File: src/pcsp_pkg.sv
`timescale 1ns / 1ps
package pcsp_pkg;

	// Accumulator range: width and precision saturate at 2^NUM_BITS-1.
	localparam int NUM_BITS = 16;
	localparam int ACC_W    = NUM_BITS;
	localparam logic [ACC_W-1:0] ACC_MAX = {ACC_W{1'b1}};
	localparam int PROD_W   = ACC_W + 5;

	// Field widths of the result transaction.
	localparam int WIDTH_W = 16;
	localparam int PREC_W  = 17;

	// Conversion classes.
	localparam logic [3:0] CLASS_STRING   = 4'd0;
	localparam logic [3:0] CLASS_POINTER  = 4'd1;
	localparam logic [3:0] CLASS_SIGNED   = 4'd2;
	localparam logic [3:0] CLASS_OCTAL    = 4'd3;
	localparam logic [3:0] CLASS_UNSIGNED = 4'd4;
	localparam logic [3:0] CLASS_HEX      = 4'd5;
	localparam logic [3:0] CLASS_CHAR     = 4'd6;
	localparam logic [3:0] CLASS_WCHAR    = 4'd7;
	localparam logic [3:0] CLASS_LITERAL  = 4'd8;

	// Flag bits.
	localparam logic [4:0] FLAG_MINUS = 5'h01;
	localparam logic [4:0] FLAG_PLUS  = 5'h02;
	localparam logic [4:0] FLAG_BLANK = 5'h04;
	localparam logic [4:0] FLAG_HASH  = 5'h08;
	localparam logic [4:0] FLAG_ZFILL = 5'h10;

	// Length modifier bits.
	localparam logic [5:0] LEN_HH = 6'h01;
	localparam logic [5:0] LEN_H  = 6'h02;
	localparam logic [5:0] LEN_LL = 6'h04;
	localparam logic [5:0] LEN_L  = 6'h08;
	localparam logic [5:0] LEN_J  = 6'h10;
	localparam logic [5:0] LEN_Z  = 6'h20;

	// Byte kinds handed from the classifier to the executor.
	typedef enum logic [3:0] {
		BK_CONV,
		BK_DIGIT,
		BK_FLAG,
		BK_DOT,
		BK_LET_H,
		BK_LET_L,
		BK_LEN_J,
		BK_LEN_Z,
		BK_END
	} byte_kind_t;

	typedef struct packed {
		logic [7:0] ch;
		byte_kind_t kind;
		logic [3:0] cls;
		logic       force_long;
		logic [3:0] digit;
		logic [4:0] flag;
	} tok_t;

	typedef logic [7:0]               term_char_t;
	typedef logic [3:0]               conv_class_t;
	typedef logic [4:0]               flag_bits_t;
	typedef logic [WIDTH_W-1:0]       field_width_t;
	typedef logic signed [PREC_W-1:0] field_precision_t;
	typedef logic [5:0]               length_bits_t;

	// Classify one format byte.
	function automatic tok_t decode_byte(input logic [7:0] c);
		tok_t t;
		t.ch         = c;
		t.kind       = BK_END;
		t.cls        = CLASS_LITERAL;
		t.force_long = 1'b0;
		t.digit      = c[3:0];
		t.flag       = '0;
		unique case (c) inside
			"s": begin t.kind = BK_CONV; t.cls = CLASS_STRING; end
			"S": begin t.kind = BK_CONV; t.cls = CLASS_STRING; t.force_long = 1'b1; end
			"p": begin t.kind = BK_CONV; t.cls = CLASS_POINTER; end
			"d", "i": begin t.kind = BK_CONV; t.cls = CLASS_SIGNED; end
			"D": begin t.kind = BK_CONV; t.cls = CLASS_SIGNED; t.force_long = 1'b1; end
			"o": begin t.kind = BK_CONV; t.cls = CLASS_OCTAL; end
			"O": begin t.kind = BK_CONV; t.cls = CLASS_OCTAL; t.force_long = 1'b1; end
			"u": begin t.kind = BK_CONV; t.cls = CLASS_UNSIGNED; end
			"U": begin t.kind = BK_CONV; t.cls = CLASS_UNSIGNED; t.force_long = 1'b1; end
			"x", "X": begin t.kind = BK_CONV; t.cls = CLASS_HEX; end
			"c": begin t.kind = BK_CONV; t.cls = CLASS_CHAR; end
			"C": begin t.kind = BK_CONV; t.cls = CLASS_WCHAR; t.force_long = 1'b1; end
			["0":"9"]: t.kind = BK_DIGIT;
			"-": begin t.kind = BK_FLAG; t.flag = FLAG_MINUS; end
			"+": begin t.kind = BK_FLAG; t.flag = FLAG_PLUS; end
			" ": begin t.kind = BK_FLAG; t.flag = FLAG_BLANK; end
			"#": begin t.kind = BK_FLAG; t.flag = FLAG_HASH; end
			".": t.kind = BK_DOT;
			"h": t.kind = BK_LET_H;
			"l": t.kind = BK_LET_L;
			"j": t.kind = BK_LEN_J;
			"z": t.kind = BK_LEN_Z;
			default: t.kind = BK_END;
		endcase
		return t;
	endfunction

endpackage

File: src/pcsp_if.sv
`timescale 1ns / 1ps
interface pcsp_in_if;
	logic       valid;
	logic       ready;
	logic [7:0] ch;

	modport source (output valid, output ch, input ready);
	modport sink (input valid, input ch, output ready);
endinterface


File: src/pcsp_front.sv
`timescale 1ns / 1ps
module pcsp_front import pcsp_pkg::*; (
	input  logic    clk,
	input  logic    arst_n,
	pcsp_in_if.sink byte_in,
	output tok_t    tok,
	output logic    tok_valid,
	input  logic    tok_pop
);

	localparam int QDEPTH = 2;
	localparam int PTR_W  = $clog2(QDEPTH);
	localparam int CNT_W  = $clog2(QDEPTH + 1);

	tok_t             q_tok_q [QDEPTH];
	logic [PTR_W-1:0] wr_ptr_q;
	logic [PTR_W-1:0] rd_ptr_q;
	logic [CNT_W-1:0] cnt_q;
	logic             push;
	logic             pop;

	// Accept a byte whenever the queue has room.
	assign byte_in.ready = (cnt_q != CNT_W'(QDEPTH));
	assign push          = byte_in.valid && byte_in.ready;
	assign pop           = tok_pop && tok_valid;
	assign tok_valid     = (cnt_q != '0);
	assign tok           = q_tok_q[rd_ptr_q];

	// Store the classified byte.
	always_ff @(posedge clk) begin
		if (push) begin
			q_tok_q[wr_ptr_q] <= decode_byte(byte_in.ch);
		end
	end

	// Advance pointers and occupancy.
	always_ff @(posedge clk or negedge arst_n) begin
		if (!arst_n) begin
			wr_ptr_q <= '0;
			rd_ptr_q <= '0;
			cnt_q    <= '0;
		end else begin
			if (push) begin
				wr_ptr_q <= (wr_ptr_q == PTR_W'(QDEPTH - 1)) ? '0 : wr_ptr_q + 1'b1;
			end
			if (pop) begin
				rd_ptr_q <= (rd_ptr_q == PTR_W'(QDEPTH - 1)) ? '0 : rd_ptr_q + 1'b1;
			end
			if (push && !pop) begin
				cnt_q <= cnt_q + 1'b1;
			end else if (pop && !push) begin
				cnt_q <= cnt_q - 1'b1;
			end
		end
	end

endmodule

File: src/flat_wrapper.sv
// flat-port wrapper written by rule: the top's interface ports become plain ports
module pcsp_front_flat import pcsp_pkg::*;
  (clk, arst_n, tok, tok_valid, tok_pop, byte_in_valid, byte_in_ch, byte_in_ready);
  pcsp_in_if byte_in_i ();
  input  logic clk;
  input  logic arst_n;
  output tok_t tok;
  output logic tok_valid;
  input  logic tok_pop;
  input wire logic [$bits(byte_in_i.valid)-1:0] byte_in_valid;
  input wire logic [$bits(byte_in_i.ch)-1:0] byte_in_ch;
  output wire logic [$bits(byte_in_i.ready)-1:0] byte_in_ready;
  assign byte_in_i.valid = byte_in_valid;
  assign byte_in_i.ch = byte_in_ch;
  assign byte_in_ready = byte_in_i.ready;
  pcsp_front u_core (.clk(clk), .arst_n(arst_n), .byte_in(byte_in_i), .tok(tok), .tok_valid(tok_valid), .tok_pop(tok_pop));
endmodule
File: config.mk
export PLATFORM = sky130hd
export DESIGN_NAME = pcsp_front_flat
export DESIGN_NICKNAME = d
export VERILOG_FILES = /design/src/pcsp_pkg.sv /design/src/pcsp_if.sv /design/src/pcsp_front.sv /design/src/flat_wrapper.sv
export SDC_FILE = /design/constraint.sdc
export NUM_CORES = 1
export LEC_CHECK = 0
export BUFFER_PORTS_ARGS = -buffer_cell sky130_fd_sc_hd__buf_2
export CAP_MARGIN = 20
export CORE_MARGIN = 5
export CORE_UTILIZATION = 55
export DETAILED_ROUTE_END_ITERATION = 10
export PLACE_DENSITY = 0.79
export SLEW_MARGIN = 30
export SYNTH_ARGS = -nofsm -noshare
export SYNTH_HDL_FRONTEND = slang
export SYNTH_SLANG_ARGS = --single-unit
File: constraint.sdc
create_clock -name clk -period 4.7 [get_ports clk]
set_input_delay 0.94 -clock clk [delete_from_list [all_inputs] [get_ports clk]]
set_output_delay 0.94 -clock clk [all_outputs]
set_load 0.02 [all_outputs]
==> results of run 1 <==
## worst reg2reg max path, stage by stage, from the launching register on
cell      delay, ns
dfrtp_1        0.42
nand2b_1       0.20
nand2_1        0.15
inv_1          0.06
ha_1           0.30
nor2_1         0.13
xor2_1         0.16
## metal layers
layer | vias to the layer above | GRT usage, % | wire length [microns]
met2 | 45 | 29.8 | 2210
met5 | - | 0 | 0
met1 | 703 | 20.3 | 1660
met4 | 0 | 7.85 | 93
met3 | 10 | 3.56 | 229
li1 | 659 | - | -
## metrics by stage
stage	instances	worst slack, ns	area [sq um]
2_1_floorplan	160	2.36	2240
3_3_place_gp	235	2.23	2400
3_5_place_dp	235	2.17	2400
4_1_cts	243	1.88	2510
5_1_grt	243	1.82	2510
6_report	243	1.91	2510
## worst paths after layout
path	from	endpoint	slack, ns	cells past startpoint
max in group asynchronous	arst_n	u_core.cnt_q[1]$_DFFE_PN0P_	4.17	1
max	u_core.rd_ptr_q$_DFFE_PN0P_	tok[6]	1.91	2
min in group clk	u_core.cnt_q[1]$_DFFE_PN0P_	u_core.cnt_q[1]$_DFFE_PN0P_	0.50	1
max reg2reg	u_core.cnt_q[0]$_DFFE_PN0P_	u_core.cnt_q[1]$_DFFE_PN0P_	3.21	6
min	arst_n	u_core.wr_ptr_q$_DFFE_PN0P_	0.42	1
min reg2reg	u_core.cnt_q[1]$_DFFE_PN0P_	u_core.cnt_q[1]$_DFFE_PN0P_	0.50	1
## power breakdown
group | switching, uW | total [uW] | internal, uW
sequential | 67.2 | 626 | 559
clock | 125 | 273 | 148
combinational | 299 | 506 | 206
total | 491 | 1400 | 914
## flip-flops by register name, summed over array words and instances (netlist names)
register         cells
u_core.rd_ptr_q      1
u_core.cnt_q         2
u_core.q_tok_q      42
u_core.wr_ptr_q      1
## cells in the final DEF (no fill, tap or decap), drive strengths merged, types with 4 or more instances in the layout
master	instances
edfxtp	42
or2	4
buf	39
a21oi	4
mux2	21
dfrtp	4
clkbuf	8
nand2	5
nor4	4
inv	5
xnor2	4
nor2	6
## cells by family (layout without fill, tap and decap cells)
logic type | after synthesis | count (layout) | share of synthesized area [%]
compound gates | 20 | 20 | 7.70
xor+xnor | 7 | 7 | 2.73
fa+ha+maj | 1 | 1 | 0.558
buf+inv | 19 | 52 | 5.47
flops | 46 | 46 | 60.7
mux | 21 | 21 | 10.5
other cells | 1 | 1 | 0.167
simple gates | 45 | 45 | 12.1
## layout make-up
class | instances | share of cell area (%)
Clock buffer | 8 | 4.39
Inverter | 5 | 0.748
Multi-Input combinational cell | 95 | 30.3
Sequential cell | 46 | 54.2
Tap cell | 50 | 2.49
Timing Repair Buffer | 39 | 7.88
==> summary.txt, run 1 <==
Status
  • Outcome: finished, final reports clean

Synthesis
  • Top cells by area, synth: edfxtp_1, mux2_2, dfrtp_1, buf_6, buf_4
  • Synthesized cell area: 2240 sq um
  • Primary FF master, synth: edfxtp_1
  • Synth Area per Inst: 14.0 sq um
  • Synth Instances: 160
  • Top-area cell type share of the netlist area: 56.3%
  • Syn nets: 173
  • Most frequent cells after synthesis: edfxtp_1, mux2_2, nor2_1
  • Post-synth cell types: 46
  • Asr flop ratio synth: 8.70%
  • Post-synthesis sequential area ratio: 60.7%
  • Synth Register Bits: 46
  • Most frequent cell after synthesis: edfxtp_1
  • Yosys warns: 0
  • EDFF count, synth: 42
  • Yosys top cell by area: edfxtp_1

Timing
  • Setup violators final: 0
  • Worst hold margin: 0.422 ns
  • Worst-margin pin slew: 0.922 ns
  • Total negative slack: 0 ns
  • Final Cycle Share: 59.4%
  • Final hold violation count: 0
  • Final Skew: 0.00529 ns
  • Min Tclk post-route: 2.79 ns
  • Final-report max-slew violation count: 0
  • Max-slew headroom: 38.5%
  • F_max: 358 MHz
  • RSZ-0062 raised after global routing: no

Global route
  • GRT Total Usage: 17.2%
  • Largest net degree at the start of global routing: 23
  • Initial antenna violation count: 0
  • First-pass GRT wire length: 6930 microns
  • Vias in the first global route: 1466
  • Total gr overflow: 0

Setup path
  • WS Path Type: flop to primary output
  • Critical path fanouts, max: 22
  • Buf+Inv Stages, Crit Path: 1
  • CP max-delay cell: dfrtp_1
  • Crit-path max cell delay: 0.95 ns
  • Crit path cell chain: mux2_2 > buf_2
  • CP startpoint kind: flop
  • CP endpoint kind: primary output
  • Crit path max-delay family: flip-flops
  • WP data required: 3.76 ns
  • Arr. time, crit path: 1.85 ns

Power
  • Total power: 1400 uW
  • Power Dens Cells: 560 nW/um^2
  • Lkg Pwr: 0.000909 uW
  • Worst vdd ir: 242 uV

Placement
  • GP Congestion: 0.856
  • DP Wirelength: 2960 microns
  • # port buffers: 38

Cells and area
  • Fin util: 63.2%
  • Diode count: 0
  • Share of post-route cells with drive strength above 1: 39.4%
  • Layout Area Growth over Synthesis: 11.9%
  • Area of the multi-input gates: 759 sq um
  • Register area: 1360 sq um
  • Number of fill cells in the layout: 307
  • Final #Nets: 205

Flow run
  • Max-Cap Viols: 0

Drt
  • DR pass1 iterations: 4
  • DRC viols: 0
  • Via density: 5.83
  • DRT Wirelength: 4190 microns
  • WL/cell: 17.2 microns
  • Starting DRT DRC Count: 47
  • Via count: 1417
  • Antenna Nets Post-Route: 0

Floorplanning
  • IO Pins: 40
  • Site row count: 23
  • Die Width: 73.9 microns
  • Initial Util: 56.5%
  • Core Area: 3970 sq um
  • Die Height: 73.9 microns
  • Die area: 5450 sq um

Clocking
  • Clk pin slew, worst setup/hold paths: 0.08 ns
  • CTS sink cnt: 46
  • Inserted Clock Buffers: 5
  • Htree depth: 2
  • CTS Buffer Depth: 2
  • TritonCTS clock tree: yes
  • # hold bufs at CTS: 0
  • Root Buffer Master: clkbuf_8
  • Cts repair resizes: 0
  • Clk_lat worst skew: 0.30 ns
  • Setup bufs post-CTS: 0

Worst hold path
  • Worst hold-check path type: input port to asynchronous set/reset pin
No activity file was read; power rests on OpenSTA's default activity.
==> run 2: changes to the inputs <==
- CORE_UTILIZATION: 55 -> 50
- PLACE_DENSITY: 0.79 -> 0.75
- clock period: 4.7 -> 2.5 ns (I/O delays scaled with it)
==> summary.txt, run 2 (synthesized netlist as in run 1, its figures left out) <==
Worst hold path
  • Worst hold-check path type: input port to flop
  • Hold path depth: 1

Floorplanning
  • Die Height: 77.0 microns
  • Site row count: 24
  • Initial Util: 51.5%
  • Die Width: 77.0 microns
  • Die area: 5920 sq um
  • Core Area: 4350 sq um
  • IO Pins: 40

Timing
  • Final hold violation count: 0
  • Setup violators final: 0
  • Total negative slack: 0 ns
  • Worst hold margin: 0.489 ns
  • Final Skew: 0.00801 ns
  • RSZ-0062 raised after global routing: no
  • Final-report max-slew violation count: 0
  • Fin worst setup slack: 0.593 ns
  • Final Cycle Share: 76.3%
  • Min Tclk post-route: 1.91 ns
  • F_max: 524 MHz

Drt
  • DRC viols: 0
  • Via density: 5.67
  • Antenna Nets Post-Route: 0
  • DRT Wirelength: 4380 microns
  • Starting DRT DRC Count: 106
  • Via count: 1413
  • DR pass1 iterations: 4
  • WL/cell: 17.6 microns

Global route
  • First-pass GRT wire length: 7250 microns
  • Largest net degree at the start of global routing: 22
  • GRT Total Usage: 15.6%
  • Total gr overflow: 0
  • Initial antenna violation count: 0
  • Vias in the first global route: 1396

Clocking
  • Inserted Clock Buffers: 5
  • Htree depth: 2
  • Clk_lat worst skew: 0.30 ns
  • Root Buffer Master: clkbuf_8
  • CTS sink cnt: 46
  • TritonCTS clock tree: yes
  • Clk pin slew, worst setup/hold paths: 0.08 ns
  • Setup bufs post-CTS: 0
  • CTS Buffer Depth: 2

Setup path
  • CP startpoint kind: flop
  • WS Path Type: flop to primary output
  • CP endpoint kind: primary output
  • Arr. time, crit path: 1.41 ns
  • FF-to-FF path depth: 5
  • WP data required: 2.00 ns
  • Critical path fanouts, max: 11

Placement
  • Pre-CTS setup slack: 0.371 ns
  • GP Congestion: 0.769
  • # port buffers: 38
  • DP Wirelength: 3080 microns

Cells and area
  • Diode count: 0
  • Share of post-route cells with drive strength above 1: 39.6%
  • Most flops, register: u_core.q_tok_q
  • Final #Nets: 209
  • Fin util: 58.4%
  • Max reg flops: 42
  • Biggest regs: u_core.q_tok_q (42), u_core.cnt_q (2)
  • Number of fill cells in the layout: 341
  • Most frequent cells in the layout: edfxtp_1, buf_2, mux2_2
  • Layout Area Growth over Synthesis: 13.4%
  • Commonest non-fill, non-tap cell in the layout: edfxtp_1

Power
  • Worst vdd ir: 557 uV
  • Power Dens Cells: 1060 nW/um^2
  • Lkg Pwr: 0.000929 uW

Flow run
  • Max-Cap Viols: 0

Status
  • Outcome: finished, final reports clean
## run 2: cell count changes in the layout (fill, tap and decap cells not counted), sizes merged
| cell | delta |
|---|---|
| buf | +3 |
| bufinv | +1 |
| clkbuf | -3 |
| clkinv | +2 |
| dlygate4sd3 | +1 |
## run 2: worst paths after layout
path | to | slack [ns] | from
worst max-delay path | tok[20] | 0.59 | u_core.rd_ptr_q$_DFFE_PN0P_
worst min-delay path | u_core.q_tok_q[0][25]$_DFFE_PP_ | 0.49 | byte_in_ch[7]
worst max register to register | u_core.cnt_q[1]$_DFFE_PN0P_ | 0.95 | u_core.cnt_q[0]$_DFFE_PN0P_
worst min register to register | u_core.wr_ptr_q$_DFFE_PN0P_ | 0.51 | u_core.wr_ptr_q$_DFFE_PN0P_
max in group asynchronous | u_core.rd_ptr_q$_DFFE_PN0P_ | 1.85 | arst_n
min in group asynchronous | u_core.wr_ptr_q$_DFFE_PN0P_ | 0.53 | arst_n
## run 2: layout make-up
cell class / count / area (sq um) / share of cell area (%)
Multi-Input combinational cell: 95 / 758 / 29.8
Sequential cell: 46 / 1360 / 53.5
Clock inverter: 3 / 40.0 / 1.57
Timing Repair Buffer: 43 / 230 / 9.06
Inverter: 5 / 18.8 / 0.738
Tap cell: 52 / 65.1 / 2.56
Clock buffer: 5 / 68.8 / 2.71
## run 2: metrics by stage
step / std cells / total power, uW / cell area [sq um]
floorplan: 160 / 1890 / 2240
global placement: 240 / 2150 / 2420
detailed placement: 240 / 2200 / 2420
CTS: 249 / 2730 / 2540
global route: 249 / 2840 / 2540
finish: 249 / 2690 / 2540
## run 2: layer usage
metal,track usage [%],vias up,wire (microns)
li1,-,671,-
met1,18.5,680,1690
met2,25.6,51,2310
met3,4.68,11,265
met4,7.69,0,113
met5,0,-,0
## run 2: report_power, final
| group | switching (uW) | total [uW] | internal, uW |
|---|---|---|---|
| Combinational | 637 | 1050 | 413 |
| Clock | 236 | 530 | 294 |
| Sequential | 62.8 | 1110 | 1050 |
| Total | 936 | 2690 | 1760 |
## run 2: repair_timing
action,4_1_cts,5_1_grt
hold buffers,1,0
endpoints found under the hold margin,4,0
gates resized for setup,0,0
## run 2: worst max-delay path, cell delays in order (launching register included)
cell and delay, ns:
dfrtp_1 0.35, buf_4 0.21, mux2_2 0.37, buf_2 0.17
==> run 3: changes to the inputs <==
- CORE_UTILIZATION: 50 -> 55
- PLACE_DENSITY: 0.75 -> 0.79
- clock period: 2.5 -> 1.78 ns (I/O delays scaled with it)
==> summary.txt, run 3 (synthesized netlist as in run 1, its figures left out) <==
Setup path
  • Buf+Inv Stages, Crit Path: 2
  • Reg-to-Reg End: u_core.cnt_q[1]$_DFFE_PN0P_
  • Crit Reg-Reg Startpoint: u_core.cnt_q[0]$_DFFE_PN0P_
  • Arr. time, crit path: 1.38 ns
  • FF-to-FF path depth: 7
  • Crit-path max cell delay: 0.36 ns
  • Crit path cell chain: buf_4 > mux2_2 > buf_2
  • CP endpoint kind: primary output
  • Critical path fanouts, max: 11
  • CP startpoint kind: flop
  • Setup slack, reg-to-reg: 0.21 ns
  • WS Path Type: flop to primary output
  • CP max-delay cell: dfrtp_1
  • Crit path max-delay family: flip-flops
  • WP data required: 1.42 ns

Cells and area
  • Register area: 1360 sq um
  • Number of fill cells in the layout: 310
  • Most frequent cells in the layout: edfxtp_1, buf_2, mux2_2
  • Most flops, register: u_core.q_tok_q
  • Max reg flops: 42
  • Biggest regs: u_core.q_tok_q (42), u_core.cnt_q (2)
  • Final #Nets: 222
  • Area of the multi-input gates: 761 sq um
  • Fin cells: 260
  • Commonest non-fill, non-tap cell in the layout: edfxtp_1
  • Layout Area Growth over Synthesis: 17.7%
  • Final Instance Area: 2640 sq um
  • Share of post-route cells with drive strength above 1: 43.8%
  • Diode count: 0

Status
  • Outcome: finished, final reports clean

Timing
  • Fin worst setup slack: 0.0397 ns
  • RSZ-0062 raised after global routing: yes
  • Final hold violation count: 0
  • Final Cycle Share: 97.8%
  • Total negative slack: 0 ns
  • Min Tclk post-route: 1.74 ns
  • F_max: 575 MHz
  • Final Skew: 0.00706 ns
  • Final-report max-slew violation count: 0
  • Setup violators final: 0

Global route
  • Initial antenna violation count: 0
  • First-pass GRT wire length: 7260 microns
  • GRT Total Usage: 17.9%
  • Vias in the first global route: 1479
  • Total gr overflow: 0
  • Largest net degree at the start of global routing: 22

Clocking
  • TritonCTS clock tree: yes
  • Cts repair resizes: 0
  • CTS sink cnt: 46
  • Htree depth: 2
  • Setup bufs post-CTS: 0
  • Inserted Clock Buffers: 5
  • Clk pin slew, worst setup/hold paths: 0.08 ns
  • Root Buffer Master: clkbuf_8
  • CTS Buffer Depth: 2
  • Clk_lat worst skew: 0.29 ns

Drt
  • Via count: 1472
  • WL/cell: 17.4 microns
  • Starting DRT DRC Count: 82
  • DRT Wirelength: 4520 microns
  • DR pass1 iterations: 4
  • Via density: 5.66
  • DRC viols: 0
  • Antenna Nets Post-Route: 0

Floorplanning
  • Core Area: 3970 sq um
  • Die area: 5450 sq um
  • IO Pins: 40
  • Initial Util: 56.5%
  • Die Width: 73.9 microns
  • Die Height: 73.9 microns
  • Site row count: 23

Placement
  • DP Area: 2520 sq um
  • # port buffers: 38
  • Post-Place Cells: 251
  • GP Congestion: 0.849
  • DP Wirelength: 3290 microns
  • Pre-CTS setup slack: -0.0197 ns

Power
  • Total power: 3820 uW
  • Power Dens Cells: 1450 nW/um^2
  • Worst vdd ir: 759 uV
  • Lkg Pwr: 0.000992 uW

Flow run
  • Max-Cap Viols: 0

Worst hold path
  • Worst hold-check path type: input port to flop
  • Hold wc startpoint: byte_in_ch[7]
  • Hold path depth: 1
  • Worst hold endpoint: u_core.q_tok_q[0][25]$_DFFE_PP_
[run 3: area by class of cell]
| type | instances | share of cell area (%) |
|---|---|---|
| inverter | 5 | 0.711 |
| clock inverter | 3 | 1.52 |
| tap | 50 | 2.37 |
| multi-input combinational | 95 | 28.8 |
| clock buffer | 5 | 2.61 |
| timing repair buffer | 56 | 12.4 |
| sequential | 46 | 51.6 |
[run 3: routing by layer]
layer	up-vias	part of all wire [%]	global-route usage, %	routed length [microns]
li1	692	-	-	-
met1	734	41	21.5	1850
met2	39	53	31.5	2400
met3	7	4.4	3.15	197
met4	0	1.7	7.24	76
met5	-	0	0	0
[run 3: what timing repair did]
| action | in CTS | in global routing |
|---|---|---|
| hold buffers | 1 | 0 |
| setup endpoints to repair | 0 | 19 |
| hold endpoints to repair | 4 | 0 |
[run 3: where the power goes]
group / switching (uW) / internal, uW / total [uW]
Combinational: 903 / 598 / 1500
Sequential: 91.5 / 1480 / 1570
Clock: 337 / 413 / 750
Total: 1330 / 2490 / 3820
[run 3: worst max-delay path by stage]
stage                                     start                               to  cells past startpoint
CTS                 u_core.rd_ptr_q$_DFFE_PN0P_                           tok[5]                      3
global placement                  byte_in_ch[3]  u_core.q_tok_q[1][17]$_DFFE_PP_                      5
global route        u_core.rd_ptr_q$_DFFE_PN0P_                           tok[7]                      3
detailed placement                byte_in_ch[3]  u_core.q_tok_q[0][17]$_DFFE_PP_                      5
floorplan           u_core.cnt_q[0]$_DFFE_PN0P_   u_core.q_tok_q[0][0]$_DFFE_PP_                      3
finish              u_core.rd_ptr_q$_DFFE_PN0P_                           tok[5]                      3
[run 3: through the flow]
step	util (%)	hold slack [ns]
CTS	66.5	0.302
floorplan	-	0.0604
global placement	63.5	0.161
finish	66.5	0.316
detailed placement	63.5	0.173
global route	66.5	0.322
[run 3: worst reg2reg max path, delay by kind of cell, from the launching register on]
family                     cells  cell delay, ns
DFF                            1            0.43
and+or+nand+nor                3            0.45
buffers and inverters          1            0.06
xor gates and xnor gates       2            0.35
adders and majority gates      1            0.19
